### src/hdl/bccs_pkg.sv
package bccs_pkg;

    localparam int STACK_DEPTH = 256;
    localparam int IDX_W       = $clog2(STACK_DEPTH);
    localparam int CNT_W       = $clog2(STACK_DEPTH + 1);

    localparam int Q_DEPTH     = 4;
    localparam int Q_PTR_W     = $clog2(Q_DEPTH);
    localparam int Q_CNT_W     = $clog2(Q_DEPTH + 1);

    localparam int IN_DATA_W   = 176;
    localparam int OUT_DATA_W  = 256;
    localparam int OUT_USER_W  = 4;

    localparam logic [15:0] T_BL_MASK    = 16'hF800;
    localparam logic [15:0] T_BL_HI      = 16'hF000;
    localparam logic [15:0] T_BL_LO      = 16'hF800;
    localparam logic [15:0] T_BX_MASK    = 16'hFF87;
    localparam logic [15:0] T_BX         = 16'h4700;
    localparam logic [15:0] T_POP_MASK   = 16'hFF00;
    localparam logic [15:0] T_POP_PC     = 16'hBD00;
    localparam logic [15:0] T_B_MASK     = 16'hF800;
    localparam logic [15:0] T_B          = 16'hE000;
    localparam logic [15:0] T_BCOND_MASK = 16'hF000;
    localparam logic [15:0] T_BCOND      = 16'hD000;
    localparam logic [3:0]  COND_AL      = 4'hE;
    localparam logic [31:0] A_BX_MASK    = 32'h0FFFFFF0;
    localparam logic [31:0] A_BX         = 32'h012FFF10;
    localparam logic [31:0] A_B_MASK     = 32'h0E000000;
    localparam logic [31:0] A_B          = 32'h0A000000;
    localparam logic [31:0] A_LINK_BIT   = 32'h01000000;
    localparam logic [31:0] EXC_LIMIT    = 32'h00000040;

    typedef enum logic {
        OP_RETIRE = 1'b0,
        OP_READ   = 1'b1
    } t_op;

    typedef enum logic [2:0] {
        KIND_B     = 3'd0,
        KIND_BCOND = 3'd1,
        KIND_CALL  = 3'd2,
        KIND_RET   = 3'd3,
        KIND_BX    = 3'd4,
        KIND_EXC   = 3'd5
    } t_kind;

    typedef struct packed {
        logic             found;
        t_kind            kind;
        logic [31:0]      site;
        logic [31:0]      target;
        logic [15:0]      depth;
        logic [31:0]      link;
        logic [31:0]      sp;
        logic [4:0]       mode;
        logic [31:0]      step;
        logic [31:0]      next_exp;
        logic [8:0]       frame_count;
        logic             hit;
        logic             mem_we;
        logic [IDX_W-1:0] mem_addr;
    } t_rec;

endpackage

### src/hdl/bccs_front.sv
module bccs_front (
    input  logic                 i_clk,
    input  logic                 i_rst_n,
    input  logic                 i_cfg_we,
    input  logic                 i_cfg_wdata,
    input  logic                 i_accept,
    input  bccs_pkg::t_op        i_op,
    input  logic [31:0]          i_pc_reg,
    input  logic                 i_thumb,
    input  logic [31:0]          i_prev_word,
    input  logic [31:0]          i_link_value,
    input  logic [31:0]          i_stack_value,
    input  logic [4:0]           i_mode_bits,
    input  logic [31:0]          i_step_number,
    input  logic [7:0]           i_frame_index,
    output bccs_pkg::t_rec       o_rec
);

    logic                       r_enable;
    logic [31:0]                r_exp_pc;
    logic                       r_exp_valid;
    logic [15:0]                r_depth;
    logic [bccs_pkg::CNT_W-1:0] r_count;

    logic [31:0]                n_exp_pc;
    logic [15:0]                n_depth;
    logic [bccs_pkg::CNT_W-1:0] n_count;

    logic [31:0]     w_pc;
    logic [31:0]     w_site;
    logic [15:0]     w_h;
    logic [15:0]     w_hp;
    logic            w_act;
    logic            w_branch;
    logic            w_read;
    logic            w_push;
    bccs_pkg::t_kind w_kind;

    assign w_pc     = i_pc_reg - (i_thumb ? 32'd4 : 32'd8);
    assign w_h      = i_prev_word[15:0];
    assign w_hp     = i_prev_word[31:16];
    assign w_read   = (i_op == bccs_pkg::OP_READ);
    assign w_act    = r_enable && !w_read;
    assign w_branch = w_act && r_exp_valid && (w_pc != r_exp_pc);

    always_comb begin
        w_kind = bccs_pkg::KIND_BX;
        w_site = r_exp_pc - 32'd2;
        if (w_pc < bccs_pkg::EXC_LIMIT) begin
            w_kind = bccs_pkg::KIND_EXC;
        end else if ((w_hp & bccs_pkg::T_BL_MASK) == bccs_pkg::T_BL_HI &&
                     (w_h & bccs_pkg::T_BL_MASK) == bccs_pkg::T_BL_LO) begin
            w_kind = bccs_pkg::KIND_CALL;
            w_site = r_exp_pc - 32'd4;
        end else if ((w_h & bccs_pkg::T_BX_MASK) == bccs_pkg::T_BX) begin
            w_kind = bccs_pkg::KIND_BX;
        end else if ((w_h & bccs_pkg::T_POP_MASK) == bccs_pkg::T_POP_PC) begin
            w_kind = bccs_pkg::KIND_RET;
        end else if ((w_h & bccs_pkg::T_B_MASK) == bccs_pkg::T_B) begin
            w_kind = bccs_pkg::KIND_B;
        end else if ((w_h & bccs_pkg::T_BCOND_MASK) == bccs_pkg::T_BCOND &&
                     w_h[11:8] < bccs_pkg::COND_AL) begin
            w_kind = bccs_pkg::KIND_BCOND;
        end else if ((i_prev_word & bccs_pkg::A_BX_MASK) == bccs_pkg::A_BX) begin
            w_kind = bccs_pkg::KIND_BX;
            w_site = r_exp_pc - 32'd4;
        end else if ((i_prev_word & bccs_pkg::A_B_MASK) == bccs_pkg::A_B) begin
            w_site = r_exp_pc - 32'd4;
            if ((i_prev_word & bccs_pkg::A_LINK_BIT) != 32'd0) begin
                w_kind = bccs_pkg::KIND_CALL;
            end else if (i_prev_word[31:28] != bccs_pkg::COND_AL) begin
                w_kind = bccs_pkg::KIND_BCOND;
            end else begin
                w_kind = bccs_pkg::KIND_B;
            end
        end
    end

    always_comb begin
        n_depth = r_depth;
        n_count = r_count;
        w_push  = 1'b0;
        if (w_branch) begin
            case (w_kind) inside
                bccs_pkg::KIND_CALL: begin
                    n_depth = r_depth + 16'd1;
                    if (r_count < bccs_pkg::CNT_W'(bccs_pkg::STACK_DEPTH)) begin
                        w_push  = 1'b1;
                        n_count = r_count + bccs_pkg::CNT_W'(1);
                    end
                end
                bccs_pkg::KIND_RET, bccs_pkg::KIND_BX: begin
                    if (r_depth != 16'd0) begin
                        n_depth = r_depth - 16'd1;
                    end
                    if (r_count != '0) begin
                        n_count = r_count - bccs_pkg::CNT_W'(1);
                    end
                end
                default: begin
                end
            endcase
        end
        n_exp_pc = w_act ? (w_pc + (i_thumb ? 32'd2 : 32'd4)) : r_exp_pc;
    end

    always_comb begin
        o_rec             = '0;
        o_rec.depth       = n_depth;
        o_rec.next_exp    = n_exp_pc;
        o_rec.frame_count = r_enable ? 9'(n_count) : 9'd0;
        o_rec.hit         = w_read && r_enable && (32'(i_frame_index) < 32'(r_count));
        o_rec.mem_we      = w_push;
        o_rec.mem_addr    = w_push ? bccs_pkg::IDX_W'(r_count)
                                   : bccs_pkg::IDX_W'(i_frame_index);
        if (w_branch) begin
            o_rec.found  = 1'b1;
            o_rec.kind   = w_kind;
            o_rec.site   = w_site;
            o_rec.target = w_pc;
            o_rec.link   = i_link_value;
            o_rec.sp     = i_stack_value;
            o_rec.mode   = i_mode_bits;
            o_rec.step   = i_step_number;
        end
    end

    always_ff @(posedge i_clk) begin
        if (!i_rst_n) begin
            r_enable    <= 1'b0;
            r_exp_pc    <= '0;
            r_exp_valid <= 1'b0;
            r_depth     <= '0;
            r_count     <= '0;
        end else if (i_cfg_we) begin
            r_enable <= i_cfg_wdata;
            if (i_cfg_wdata) begin
                r_exp_pc    <= '0;
                r_exp_valid <= 1'b0;
                r_depth     <= '0;
                r_count     <= '0;
            end
        end else if (i_accept) begin
            r_exp_pc <= n_exp_pc;
            r_depth  <= n_depth;
            r_count  <= n_count;
            if (w_act) begin
                r_exp_valid <= 1'b1;
            end
        end
    end

    a_count_bound: assert property (@(posedge i_clk) disable iff (!i_rst_n)
        r_count <= bccs_pkg::CNT_W'(bccs_pkg::STACK_DEPTH))
        else $error("shadow stack count beyond its depth");

    a_arm_clears: assert property (@(posedge i_clk) disable iff (!i_rst_n)
        i_cfg_we && i_cfg_wdata |=> r_depth == '0 && r_count == '0 && !r_exp_valid)
        else $error("arming did not clear the trace state");

    a_plain_branch_keeps_stack: assert property (@(posedge i_clk) disable iff (!i_rst_n)
        i_accept && !i_cfg_we && w_branch &&
        (w_kind == bccs_pkg::KIND_B || w_kind == bccs_pkg::KIND_BCOND ||
         w_kind == bccs_pkg::KIND_EXC)
        |=> $stable(r_count) && $stable(r_depth))
        else $error("non-call, non-return branch changed the stack");

endmodule

### config.mk
export PLATFORM = sky130hd
export DESIGN_NAME = bccs_front
export DESIGN_NICKNAME = d
export VERILOG_FILES = /design/src/hdl/bccs_pkg.sv /design/src/hdl/bccs_front.sv
export SDC_FILE = /design/constraint.sdc
export NUM_CORES = 1
export LEC_CHECK = 0
export BUFFER_PORTS_ARGS = -buffer_cell sky130_fd_sc_hd__buf_4
export CAP_MARGIN = 15
export CORE_AREA = 3 3 159 161
export CTS_CLUSTER_DIAMETER = 50
export DETAILED_ROUTE_END_ITERATION = 8
export DIE_AREA = 0 0 162 164
export PLACE_DENSITY = 0.68
export SYNTH_ARGS = -nofsm -noshare
export SYNTH_HDL_FRONTEND = slang
export SYNTH_SLANG_ARGS = --single-unit
### constraint.sdc
create_clock -name i_clk -period 3.8 [get_ports i_clk]
set_clock_uncertainty 0.05 [all_clocks]
set_input_delay 0.19 -clock i_clk [delete_from_list [all_inputs] [get_ports i_clk]]
set_output_delay 0.19 -clock i_clk [all_outputs]
set_load 0.005 [all_outputs]
==> impl_results.md <==
- Status: finished with violations
- Failing checks: setup timing
- # DRC: 0
- Relative slew margins: 41.49%
- Hold Violations, Final: 0
- MaxCap Viol Count: 0
- Worst skew pair latency: 0.35 ns
- RSZ-0062 raised after global routing: yes
- Row Count: 57
- CTS tree: built
- Clock Pin Slew Worst Setup and Hold Paths: 0.06 ns
- Async SR Flop Fraction: 0%
- Initial Util: 36.41%
- Die width: 162 um
- Final WL: 48.26 mm
- First-pass GRT wire length: 66.72 mm
- Area of the die: 26570 um^2
- Critical R2R Launch: r_exp_pc[2]
- DR iter-0 viols: 1127
- Critical Path End: o_rec[1]
- Mean Syn Cell Area: 7.010 um^2
- Cts bufs inserted: 9
- Sink Count: 59
- Data arrival, critical path: 3.80 ns
- N_diodes: 0
- Highest Clock Rate: 247.8 MHz
- Reg2reg end: r_depth[4]
- Area of the multi-input gates: 8322 um^2
- Yosys warning total: 0
- Placed cells: 2084
- Slew Limit Fails: 0
- Post-route non-filler standard cell count: 2172
- Critical path type: in2out
- Critical Path Source: i_pc_reg[2]
- Synthesized area: 8776 um^2
- Vias: 12650
- CP required: 3.56 ns
- Gr usage total: 31.91%
- Via-to-Cell Ratio: 5.823
- I/O Pins: 416
- Gr ovfl total: 0
- Mapped Nets: 1452
- Fin crit share: 106.2%
- Startpoint Class: primary input
- Area grow syn2layout: 87.24%
- Most frequent cells in the layout: buf_4, and3_1, nand2_1, buf_6, nor2_1
- Final Cell Area: 16430 um^2
- Post-route minimum period: 4.036 ns
- CTS Buffer Depth: 2
- Endpoint class of the critical path: primary output
- LEAKAGE: 7.827 nW
- Fraction of layout instances using a drive strength above 1: 52.33%
- Core area: 24110 um^2
- Most common cell after layout, fill and taps aside: buf_4
- Clock Tree Root: clkbuf_16
- Final Hold Slack: 0.1945 ns
- Worst-path maximum fanout: 5
- Vias in the first global route: 11710
- Top FF cell, synth: dfxtp_1
- Routed Antenna Nets: 0
- Synth Register Bits: 59
- Initial antenna violation count: 1
- Fill cell count: 1967
- HPWL after DPL: 34.76 mm
- Post-synthesis cell count: 1252
- Final setup fails: 186
- Sequential cell area: 1181 um^2
- R2R setup slack: 0.39 ns
- Die H: 164 um
- Post-place instance area: 13540 um^2
- Pin slew with the least headroom to its limit: 0.8776 ns
- Wirelength per Cell: 22.22 um
- Post-Route Utilization: 68.17%
- Hold Path Class: in2reg
- Post-synth cell types: 94
- Post-synth EDFFs: 0
- Maximum number of pins on one net before global-route repair: 113
- Nets@finish: 2043
- Worst Setup Slack, final: -0.2358 ns
- R2r worst-path depth: 16
- Port bufs: 414
- DRT Pass-1 Iters: 7
- Cell area power density: 165.3 nW/um^2
- GP Congestion: 0.9895
- Max VDD drop: 182.1 uV
- Sequential fraction of the synthesis area: 13.46%
- H-tree depth: 3
## where the power goes
group / internal, W / leakage, nW / switching [W] / total, W
Combinational: 0.000555 / 7.19 / 0.000579 / 0.00113
Clock: 0.000579 / 0.160 / 0.000354 / 0.000933
Sequential: 0.000629 / 0.476 / 0.0000194 / 0.000649
Total: 0.00176 / 7.83 / 0.000952 / 0.00272
## synthesized netlist by cell type, drive strengths merged (19+ instances only)
library cell | number | share of area, %
nand2 | 82 | 3.6
nor4 | 33 | 3.2
ha | 19 | 2.7
nor3 | 39 | 2.5
clkbuf | 79 | 3.4
inv | 39 | 1.7
or3 | 32 | 2.4
a22oi | 26 | 2.2
nor2 | 126 | 5.4
xor2 | 42 | 4.2
xnor2 | 62 | 6.2
o21ai | 44 | 2.6
mux2 | 28 | 3.6
nor2b | 39 | 2.8
and3 | 120 | 8.6
nand3 | 31 | 1.8
dfxtp | 59 | 13
buf | 39 | 2.7
a21oi | 46 | 2.6
## what timing repair did
action,CTS,global route
pin swaps,39,66
hold endpoints to repair,0,0
resized for setup,126,257
cloned,6,8
endpoints found under the setup margin,221,224
buffers inserted,35,27
hold buffers,0,0
## per-layer routing
layer / GRT usage [%] / part of all wire (%)
met2: 55.66 / 49
met4: 12.76 / 4.8
met5: 0 / 0
met1: 38.80 / 38
met3: 5.927 / 8.1
## worst min-delay path by stage
| stage | cells after the start | from | endpoint |
|---|---|---|---|
| floorplan | 2 | i_cfg_we | r_enable |
| global placement | 2 | r_exp_valid | r_exp_valid |
| detailed placement | 2 | r_exp_valid | r_exp_valid |
| CTS | 3 | i_cfg_we | r_enable |
| global route | 3 | i_cfg_we | r_enable |
| finish | 3 | i_cfg_we | r_enable |
## area by class of cell
cell class / instances / area share (%)
Multi-Input combinational cell: 1036 / 50.64
Tap cell: 324 / 2.467
Clock buffer: 9 / 1.371
Timing Repair Buffer: 698 / 36.77
Inverter: 39 / 0.9518
Clock inverter: 7 / 0.6092
Sequential cell: 59 / 7.188
## critical path, stage by stage
cell and delay [ns]:
buf_8 0.10, inv_4 0.04, ha_4 0.12, inv_2 0.03, fa_2 0.39, or4_1 0.56, and2_1 0.22, buf_4 0.18
a211oi_2 0.24, o2111ai_2 0.23, nor4_2 0.26, buf_4 0.16, nand4_4 0.14, nand2_4 0.13, buf_12 0.11, inv_8 0.04
nand2_4 0.06, buf_6 0.13, mux2_4 0.32, buf_6 0.12
## stage by stage
stage | worst slack (ns) | setup TNS [ns] | total power [W]
after floorplan | -0.04148 | -0.1244 | 0.001117
after global placement | -0.5149 | -90.22 | 0.001595
after detailed placement | -0.5734 | -105.44 | 0.001607
after CTS | -0.2500 | -25.02 | 0.002604
after global routing | -0.3226 | -36.16 | 0.002820
final | -0.2358 | -16.91 | 0.002716
## cell families after synthesis
family	synth area share, %
adder cells (fa/ha/maj)	2.937
AND/OR/NAND/NOR	39.76
AO/OA/AOI/OAI	21.26
flip-flops	13.46
XOR/XNOR	10.38
buffers and inverters	7.770
multiplexers	4.434
## registers in the layout (all words and copies together) (netlist names)
register,count
r_count,9
r_enable,1
r_exp_valid,1
r_exp_pc,32
r_depth,16
Note: power is estimated with default switching activity, not from simulation.
