File: config.mk
export PLATFORM = sky130hd
export DESIGN_NAME = bccs_queue
export DESIGN_NICKNAME = d
export VERILOG_FILES = /design/src/hdl/bccs_pkg.sv /design/src/hdl/bccs_queue.sv
export SDC_FILE = /design/constraint.sdc
export NUM_CORES = 1
export LEC_CHECK = 0
export BUFFER_PORTS_ARGS = -buffer_cell sky130_fd_sc_hd__buf_2
export CAP_MARGIN = 25
export CORE_MARGIN = 1.5
export CORE_UTILIZATION = 40
export CTS_CLUSTER_DIAMETER = 150
export DETAILED_ROUTE_END_ITERATION = 12
export MAX_ROUTING_LAYER = met4
export PLACE_DENSITY_LB_ADDON = 0.2
export SYNTH_ARGS = -nofsm -noshare
export SYNTH_HDL_FRONTEND = slang
export SYNTH_SLANG_ARGS = --single-unit
File: constraint.sdc
create_clock -name i_clk -period 6.9 [get_ports i_clk]
set_input_delay 0 -clock i_clk [delete_from_list [all_inputs] [get_ports i_clk]]
set_output_delay 0 -clock i_clk [all_outputs]
set_load 0.1 [all_outputs]
File: src/hdl/bccs_pkg.sv
package bccs_pkg;

    localparam int STACK_DEPTH = 256;
    localparam int IDX_W       = $clog2(STACK_DEPTH);
    localparam int CNT_W       = $clog2(STACK_DEPTH + 1);

    localparam int Q_DEPTH     = 4;
    localparam int Q_PTR_W     = $clog2(Q_DEPTH);
    localparam int Q_CNT_W     = $clog2(Q_DEPTH + 1);

    localparam int IN_DATA_W   = 176;
    localparam int OUT_DATA_W  = 256;
    localparam int OUT_USER_W  = 4;

    localparam logic [15:0] T_BL_MASK    = 16'hF800;
    localparam logic [15:0] T_BL_HI      = 16'hF000;
    localparam logic [15:0] T_BL_LO      = 16'hF800;
    localparam logic [15:0] T_BX_MASK    = 16'hFF87;
    localparam logic [15:0] T_BX         = 16'h4700;
    localparam logic [15:0] T_POP_MASK   = 16'hFF00;
    localparam logic [15:0] T_POP_PC     = 16'hBD00;
    localparam logic [15:0] T_B_MASK     = 16'hF800;
    localparam logic [15:0] T_B          = 16'hE000;
    localparam logic [15:0] T_BCOND_MASK = 16'hF000;
    localparam logic [15:0] T_BCOND      = 16'hD000;
    localparam logic [3:0]  COND_AL      = 4'hE;
    localparam logic [31:0] A_BX_MASK    = 32'h0FFFFFF0;
    localparam logic [31:0] A_BX         = 32'h012FFF10;
    localparam logic [31:0] A_B_MASK     = 32'h0E000000;
    localparam logic [31:0] A_B          = 32'h0A000000;
    localparam logic [31:0] A_LINK_BIT   = 32'h01000000;
    localparam logic [31:0] EXC_LIMIT    = 32'h00000040;

    typedef enum logic {
        OP_RETIRE = 1'b0,
        OP_READ   = 1'b1
    } t_op;

    typedef enum logic [2:0] {
        KIND_B     = 3'd0,
        KIND_BCOND = 3'd1,
        KIND_CALL  = 3'd2,
        KIND_RET   = 3'd3,
        KIND_BX    = 3'd4,
        KIND_EXC   = 3'd5
    } t_kind;

    typedef struct packed {
        logic             found;
        t_kind            kind;
        logic [31:0]      site;
        logic [31:0]      target;
        logic [15:0]      depth;
        logic [31:0]      link;
        logic [31:0]      sp;
        logic [4:0]       mode;
        logic [31:0]      step;
        logic [31:0]      next_exp;
        logic [8:0]       frame_count;
        logic             hit;
        logic             mem_we;
        logic [IDX_W-1:0] mem_addr;
    } t_rec;

endpackage

File: src/hdl/bccs_queue.sv
module bccs_queue (
    input  logic           i_clk,
    input  logic           i_rst_n,
    input  logic           i_wr,
    input  bccs_pkg::t_rec i_wdata,
    output logic           o_full,
    input  logic           i_rd,
    output logic           o_valid,
    output bccs_pkg::t_rec o_rdata
);

    bccs_pkg::t_rec                r_slot [bccs_pkg::Q_DEPTH];
    logic [bccs_pkg::Q_PTR_W-1:0]  r_wptr;
    logic [bccs_pkg::Q_PTR_W-1:0]  r_rptr;
    logic [bccs_pkg::Q_CNT_W-1:0]  r_count;

    assign o_full  = (r_count == bccs_pkg::Q_CNT_W'(bccs_pkg::Q_DEPTH));
    assign o_valid = (r_count != '0);
    assign o_rdata = r_slot[r_rptr];

    always_ff @(posedge i_clk) begin
        if (i_wr) begin
            r_slot[r_wptr] <= i_wdata;
        end
    end

    always_ff @(posedge i_clk) begin
        if (!i_rst_n) begin
            r_wptr  <= '0;
            r_rptr  <= '0;
            r_count <= '0;
        end else begin
            if (i_wr) begin
                r_wptr <= r_wptr + bccs_pkg::Q_PTR_W'(1);
            end
            if (i_rd) begin
                r_rptr <= r_rptr + bccs_pkg::Q_PTR_W'(1);
            end
            if (i_wr && !i_rd) begin
                r_count <= r_count + bccs_pkg::Q_CNT_W'(1);
            end else if (i_rd && !i_wr) begin
                r_count <= r_count - bccs_pkg::Q_CNT_W'(1);
            end
        end
    end

    a_no_overflow: assert property (@(posedge i_clk) disable iff (!i_rst_n)
        i_wr |-> !o_full || i_rd)
        else $error("write into a full queue");

    a_no_underflow: assert property (@(posedge i_clk) disable iff (!i_rst_n)
        i_rd |-> o_valid)
        else $error("read from an empty queue");

endmodule

==> impl_metrics.yaml, run 1 <==
power_and_ir_drop:
  p_sw_frac: 0.3017
  cellPowerDensity_nw_per_um2: 332.3
  p_sw_uw: 4370
  vdd_drop_max_mv: 0.2384
  p_leak_uw: 0.01460
  internal_power_uw: 10120
  clkPwrFrac: 0.342
  p_comb_frac: 0.192
  pwr-share-seq: 0.465
timing:
  fin_setup_tns_ps: 0
  worst_slew_pin_slew_ps: 1332
  fin_crit_sh: 0.5003
  rsz0062_at_grt: "false"
  relSlewSlack: 0.1120
  holdWs_ps: 106.0
  hold_viol: 0
  finalClockSkew_ps: 20.69
  fmaxAchievable_mhz: 289.7
  finalSetupViolations: 0
  period_minus_slack_ps: 3452
  slew_violations: 0
  worst_slack_ps: 3448
worst_setup_path:
  crit_path_start_kind: "register"
  worst-setup-path-type: "reg2out"
  cp_data_required_time_ps: 6900
  end_kind: "output pin"
  critPathArrivalTime_ps: 3450
  critPathMaxFanout: 65
die:
  initial_core_util: 0.4041
  core_area_um2: 85150
  dieArea_um2: 87790
  ios: 478
  die_h_um: 296.3
  die_x_um: 296.3
  std_cell_rows: 107
synthesis:
  synth_area_leaders: "edfxtp_1, mux4_2, dfxtp_1"
  avgSynthCellArea_um2: 26.99
  synth_edf_count: 944
  yosys.area.top_type_share: 0.8238
  synth_cell_types: 20
  synth_seq_area_share: 0.8291
  synth_area_um2: 34410
  yosys-top-cells-count: "edfxtp_1, mux4_2, buf_2, buf_1, buf_4"
  synth_nets: 1521
  ys_warn_count: 0
  yosysMostFrequentCell: "edfxtp_1"
  postSynthCellCount: 1275
  ys_async_sr_fraction: 0
  ys_ff_latch: 953
  yosysTopAreaCell: "edfxtp_1"
  synthFlopType: "edfxtp_1"
placed_design:
  routabilityCongestion: 0.6995
  hpwlAfterDp_um: 40710
  port_buffers: 477
  pre_cts_slack_ps: 4090
clocking:
  cts_buffers: 97
  cts_root_buffer: "clkbuf_16"
  cts_tree: "built"
  postCtsResizedCells: 0
  clockBufferDepth: 3
  clkSlewWorstSetupHoldPaths_ps: 60
  htreeDepth: 3
  clock_latency_ps: 640
  cts.sinks: 953
detailed_routing:
  dr.pass1.iters: 4
  drc: 0
  wl_met2_um: 35100
  vias: 16142
  met3WireLength_um: 5624
  dr.max_layer_used: "met4"
  postRouteAntennaNets: 0
  drt_iter0_drc: 852
  wl_per_cell_um: 21.65
  wirelength_met1_um: 29050
  drt_wl_total_um: 71130
  viasPerCell: 4.914
cells_and_area:
  fillers: 6812
  multi_input_area_um2: 5577
  nNetsFinal: 2297
  syn2layout_area_growth_pct: 26.69
  seqCellArea_um2: 28530
  drive_gt1_frac: 0.4053
hold_path:
  min_path_type: "in2reg"
global_route:
  grt_max_degree: 140
  first_global_vias: 17431
  antenna_found_initial: 15
  grt.total_usage: 0.1646
  grt_pass1_wl_um: 105600
  overflow: 0
run:
  drv_cap: 0
outcome:
  status: "finished clean"
## cell type report
type,count,area share
diodes,14,0.0008036
clock buffers,121,0.05823
clock inverters,54,0.01108
inverters,4,0.0003444
multi-input cells,266,0.1279
flip-flops and latches,953,0.6546
well taps,1144,0.03283
repair buffers,729,0.1142
## critical path, cell delays in order (launching register included)
cell and delay, ps:
dfxtp_4 910, buf_4 930, mux4_2 400, buf_2 430
## power by group through the flow
stage / Sequential, µW / Combinational [µW] / Clock [µW]
final: 6740 / 2790 / 4960
after global routing: 6760 / 2900 / 5300
after CTS: 6740 / 2830 / 5100
after detailed placement: 6860 / 2700 / 0
after global placement: 6850 / 2690 / 0
after floorplan: 6880 / 2220 / 0
## flip-flops by register name (all words and copies together), names as in the netlist, named ones only
name / count
r_rptr: 2
r_count: 3
r_slot: 944
r_wptr: 2
## metrics by stage
step / instances / instance area [µm²] / total power [µW] / utilization
after floorplan: 1275 / 34410 / 9097 / -
after global placement: 2856 / 38140 / 9541 / 0.4479
after detailed placement: 2856 / 38140 / 9566 / 0.4479
after CTS: 3271 / 43560 / 14660 / 0.5116
after global routing: 3285 / 43590 / 14960 / 0.5120
final: 3285 / 43590 / 14490 / 0.5120
## worst paths after layout
kind / from / end / slack [ps] / depth (start not counted)
max: register / o_rdata[213] / 3450 / 3
min: i_wdata[63] / r_slot[0][63] / 110 / 2
min reg2reg: r_count[2] / r_count[2] / 530 / 2
max reg2reg: r_wptr[0] / r_slot[1][213] / 4240 / 3
## layout by cell type, fill, tap and decap left out, types with 3 or more instances in the layout
master         instances
and2_1                 5
and2_4                 4
buf_12                 8
buf_2                477
buf_4                  4
bufinv_16              6
clkbuf_1              23
clkbuf_16             98
clkinv_1              21
clkinv_2              14
clkinvlp_4             6
dfxtp_1                7
diode_2               14
dlygate4sd3_1        240
edfxtp_1             944
ha_1                   5
inv_1                  4
mux4_2               236
xor2_1                 3
## per-layer routing
metal / vias to the layer above / track usage
met2: 433 / 0.2601
li1: 7140 / -
met1: 8457 / 0.2059
met3: 112 / 0.05081
met4: 0 / 0.04642
met5: - / -
## what timing repair did
item	CTS	global route
setup endpoints to repair	0	0
setup buffers	0	0
hold endpoints to repair	953	0
hold buffers	240	0
## kinds of logic (layout without fill, tap and decap cells)
logic type               count (synthesis)  after routing  synth area share
adder cells (fa/ha/maj)                  6              6          0.002400
other                                    0             14                 0
flip-flops                             953            953            0.8291
AND/OR/NAND/NOR                         15             15          0.002691
multiplexers                           238            238            0.1550
AO/OA/AOI/OAI                            2              2         0.0003636
buffers and inverters                   56            908          0.009163
XOR/XNOR                                 5              5          0.001273
(Power assumes the default switching activity.)
==> run 2: changes to the inputs <==
==> constraint.sdc (replaced) <==
create_clock -name i_clk -period 3 [get_ports i_clk]
set_input_delay 0 -clock i_clk [delete_from_list [all_inputs] [get_ports i_clk]]
set_output_delay 0 -clock i_clk [all_outputs]
set_load 0.1 [all_outputs]
==> run 2 against run 1 <==
Via count increased by 1.7%; final cell count increased by 1.6%; clock-buffer cell count up 1; critical path type unchanged; largest power group unchanged.
==> impl_metrics.yaml, run 2 (synthesized netlist as in run 1, its figures left out) <==
outcome:
  status: "finished clean"
cells_and_area:
  syn2layout_area_growth_pct: 28.61
  largest-register: "r_slot"
  final_common_cell: "edfxtp_1"
  fillers: 6801
  final_cell_mix: "edfxtp_1, buf_2, dlygate4sd3_1, mux4_2, clkbuf_16"
  seqCellArea_um2: 28530
  multi_input_area_um2: 5577
  largestRegisters: "r_slot: 944 flops, r_count: 3 flops"
  fin_area_um2: 44250
  drive_gt1_frac: 0.4169
  largest_reg_flops: 944
  nNetsFinal: 2349
run:
  drv_cap: 0
worst_setup_path:
  worst-setup-path-type: "reg2out"
  critPathArrivalTime_ps: 2600
  critPathMaxFanout: 25
  end_kind: "output pin"
  cp_data_required_time_ps: 3000
  crit_path_start_kind: "register"
die:
  die_h_um: 296.3
  std_cell_rows: 107
  die_x_um: 296.3
  ios: 478
  core_area_um2: 85150
  dieArea_um2: 87790
  initial_core_util: 0.4041
clocking:
  clkSlewWorstSetupHoldPaths_ps: 60
  cts_hold_buf: 240
  htreeDepth: 3
  clockBufferDepth: 3
  postCtsResizedCells: 0
  cts_buffers: 97
  cts_tree: "built"
  cts.sinks: 953
  clock_latency_ps: 640
  post-cts-setup-buffers: 0
  cts_root_buffer: "clkbuf_16"
detailed_routing:
  vias: 16424
  wl_per_cell_um: 21.95
  drt_wl_total_um: 73220
  drt_iter0_drc: 849
  dr.pass1.iters: 5
  viasPerCell: 4.923
  postRouteAntennaNets: 0
  drc: 0
timing:
  finalClockSkew_ps: 20.82
  worst_slew_pin_slew_ps: 682.9
  fin_setup_tns_ps: 0
  relSlewSlack: 0.5447
  fin_crit_sh: 0.8679
  slew_violations: 0
  finalSetupViolations: 0
  rsz0062_at_grt: "false"
  fmaxAchievable_mhz: 384.1
  hold_viol: 0
  period_minus_slack_ps: 2604
global_route:
  overflow: 0
  antenna_found_initial: 14
  first_global_vias: 17724
  grt_pass1_wl_um: 108700
  grt_max_degree: 63
  grt.total_usage: 0.1706
hold_path:
  min_path_type: "in2reg"
placed_design:
  routabilityCongestion: 0.7494
  placed_cell_area_um2: 38810
  hpwlAfterDp_um: 46170
  port_buffers: 477
power_and_ir_drop:
  cellPowerDensity_nw_per_um2: 755.8
  p_leak_uw: 0.01495
  vdd_drop_max_mv: 0.6148
## run 2: changes by cell type in the layout (fill, tap and decap cells not counted)
cell | before | now
clkinv_4 | 2 | 0
buf_12 | 8 | 31
clkinv_8 | 2 | 1
inv_16 | 1 | 2
clkinvlp_4 | 6 | 2
clkbuf_1 | 23 | 25
clkinv_1 | 21 | 24
buf_4 | 4 | 33
clkbuf_16 | 98 | 97
bufinv_16 | 6 | 7
## run 2: final cells by class
cell class	count	area share
sequential	953	0.6448
multi-input combinational	266	0.1260
clock buffer	122	0.05697
inverter	4	0.0003393
clock inverter	52	0.01086
timing repair buffer	781	0.1279
tap	1144	0.03235
antenna	14	0.0007917
## run 2: worst max-delay path: stages (launching register included)
cell,delay (ps)
dfxtp_4,520
buf_4,500
mux4_2,580
buf_2,310
## run 2: stage by stage
stage	utilization	total power (µW)	setup WS, ps	hold slack, ps	cells
4_1_cts	0.5193	33860	268.5	46.91	3322
3_5_place_dp	0.4558	22140	983.7	214.5	2908
6_report	0.5197	33440	396.4	102.2	3336
2_1_floorplan	-	20810	364.0	98.87	1275
5_1_grt	0.5197	34550	212.2	69.74	3336
3_3_place_gp	0.4558	22070	991.7	207.9	2908
## run 2: layer usage
metal	vias up	routed length (µm)	track usage
met4	0	1542	0.04903
li1	7245	-	-
met1	8596	29760	0.2138
met3	102	5911	0.05275
met5	-	0	-
met2	481	36010	0.2689
## run 2: report_power, final
part / internal, µW / switching, µW
clock: 6550 / 4840
sequential: 15300 / 154
combinational: 1520 / 5070
## run 2: path summary, 6_finish.rpt
check / start / end / slack [ps] / cells after the start
worst min-delay path: i_wdata[43] / r_slot[0][43] / 100 / 2
worst max register to register: r_wptr[0] / r_slot[1][57] / 1120 / 3
worst min register to register: r_count[2] / r_count[2] / 540 / 2
worst max-delay path: register / o_rdata[105] / 400 / 3
==> run 3: changes to the inputs <==
--- a/config.mk
+++ b/config.mk
@@ -7,7 +7,6 @@
 export LEC_CHECK = 0
 export BUFFER_PORTS_ARGS = -buffer_cell sky130_fd_sc_hd__buf_2
 export CAP_MARGIN = 25
-export CORE_MARGIN = 1.5
 export CORE_UTILIZATION = 40
 export CTS_CLUSTER_DIAMETER = 150
 export DETAILED_ROUTE_END_ITERATION = 12
==> run 3 against run 2 <==
Core utilization down 0.25 points; fmax down 0.23%; combinational power is essentially flat; register-to-register slack got worse by 60 ps; routed wire length fell by 0.79%; sequential cell count is the same; clock skew rose by 7.0 ps; clock-buffer cell count shrank 5; non-clock buffer count shrank 5; largest cell class unchanged; largest power group unchanged.
==> impl_metrics.yaml, run 3 (synthesized netlist as in run 1, its figures left out) <==
global_route:
  grt_pass1_wl_um: 107400
  antenna_found_initial: 15
  use_met3: 0.05142
  met1_usage: 0.2085
  grt_max_degree: 82
  grt.total_usage: 0.1700
  grtUsageMet2: 0.2726
  overflow: 0
  first_global_vias: 17740
  top_usage_layer: "met2"
cells_and_area:
  final_common_cell: "edfxtp_1"
  drive_gt1_frac: 0.4157
  largest-register: "r_slot"
  syn2layout_area_growth_pct: 27.99
  nNetsFinal: 2343
  largestRegisters: "r_slot: 944 flops, r_count: 3 flops"
  largest_reg_flops: 944
  final_cell_mix: "edfxtp_1, buf_2, dlygate4sd3_1, mux4_2, clkbuf_16"
  fillers: 6801
detailed_routing:
  drt_wl_total_um: 72640
  drt_iter0_drc: 763
  viasPerCell: 4.914
  dr.pass1.iters: 7
  vias: 16362
  postRouteAntennaNets: 0
  drc: 0
  wl_per_cell_um: 21.81
power_and_ir_drop:
  pwr-share-seq: 0.465
  p_sw_uw: 10050
  power_uw: 33220
  vdd_drop_max_mv: 0.5968
  cellPowerDensity_nw_per_um2: 754.3
  p_leak_uw: 0.01487
  clkPwrFrac: 0.337
  internal_power_uw: 23170
  p_sw_frac: 0.3026
  p_comb_frac: 0.197
worst_setup_path:
  cp_data_required_time_ps: 3000
  cp_slowest_cell: "mux4_2"
  worst-setup-path-type: "reg2out"
  crit_chain: "buf_12 > mux4_2 > buf_2"
  critPathMaxFanout: 54
  end_kind: "output pin"
  cpPeakStageDelay_ps: 600
  crit_buf_inv: 2
  crit_path_start_kind: "register"
  critPathArrivalTime_ps: 2610
  cp_top_family: "buffers and inverters"
run:
  drv_cap: 0
die:
  std_cell_rows: 107
  die_x_um: 295.3
  core_area_um2: 85150
  dieArea_um2: 87200
  die_h_um: 295.3
  ios: 478
  initial_core_util: 0.4041
outcome:
  status: "finished clean"
timing:
  holdWs_ps: 102.9
  worst_slew_pin_slew_ps: 720.6
  fin_setup_tns_ps: 0
  relSlewSlack: 0.5196
  fmaxAchievable_mhz: 383.2
  fin_crit_sh: 0.8699
  period_minus_slack_ps: 2610
  worst_slack_ps: 390.4
  finalClockSkew_ps: 27.86
  finalSetupViolations: 0
  slew_violations: 0
  hold_viol: 0
  rsz0062_at_grt: "false"
clocking:
  cts_tree: "built"
  post-cts-setup-buffers: 0
  cts.sinks: 953
  clockBufferDepth: 3
  cts_root_buffer: "clkbuf_16"
  clock_latency_ps: 640
  clkSlewWorstSetupHoldPaths_ps: 60
  cts_buffers: 96
  htreeDepth: 3
placed_design:
  hpwlAfterDp_um: 45110
  port_buffers: 477
  routabilityCongestion: 0.7397
  pre_cts_slack_ps: 985.4
hold_path:
  min_path_type: "in2reg"
-- run 3: cell types whose count changed in the layout (fill, tap and decap cells not counted), sizes merged --
cell,delta
inv,+1
clkinvlp,+1
buf,-5
clkbuf,-5
bufinv,-2
clkinv,+4
-- run 3: path summary, 6_finish.rpt --
path / from / end / slack [ps] / cells after the start
max: register / o_rdata[229] / 390 / 3
min: i_wdata[27] / r_slot[0][27] / 100 / 2
max reg2reg: r_wptr[0] / r_slot[3][164] / 1060 / 3
min reg2reg: r_count[2] / r_count[2] / 520 / 2
-- run 3: layer usage --
layer | vias to the layer above | wire length [µm]
met1 | 8561 | 29490
met4 | 0 | 1769
met3 | 111 | 5287
met2 | 452 | 36090
met5 | - | 0
li1 | 7238 | -
-- run 3: area by class of cell --
type	instances	area (µm²)	share of cell area
sequential	953	28530	0.6479
inverter	4	15.01	0.0003409
multi-input combinational	266	5577	0.1266
tap	1144	1431	0.03250
clock buffer	117	2502	0.05682
timing repair buffer	776	5508	0.1251
clock inverter	56	437.9	0.009943
antenna	14	35.03	0.0007955
-- run 3: timing repair --
item                      CTS  global route
resized for setup           0             0
hold buffers              240             0
hold endpoints to repair  976             0
-- run 3: power groups by stage --
stage	clock network [µW]	registers, µW	logic, µW
5_1_grt	12000	15500	6810
3_3_place_gp	0	15700	6340
6_report	11200	15400	6560
4_1_cts	11500	15500	6640
2_1_floorplan	0	15700	5100
3_5_place_dp	0	15700	6360
-- run 3: metrics by stage --
step                area, µm²  instances    util
floorplan               34420       1275       -
global placement        38660       2903  0.4541
detailed placement      38660       2903  0.4541
CTS                     44010       3316  0.5168
global route            44040       3330  0.5172
finish                  44040       3330  0.5172
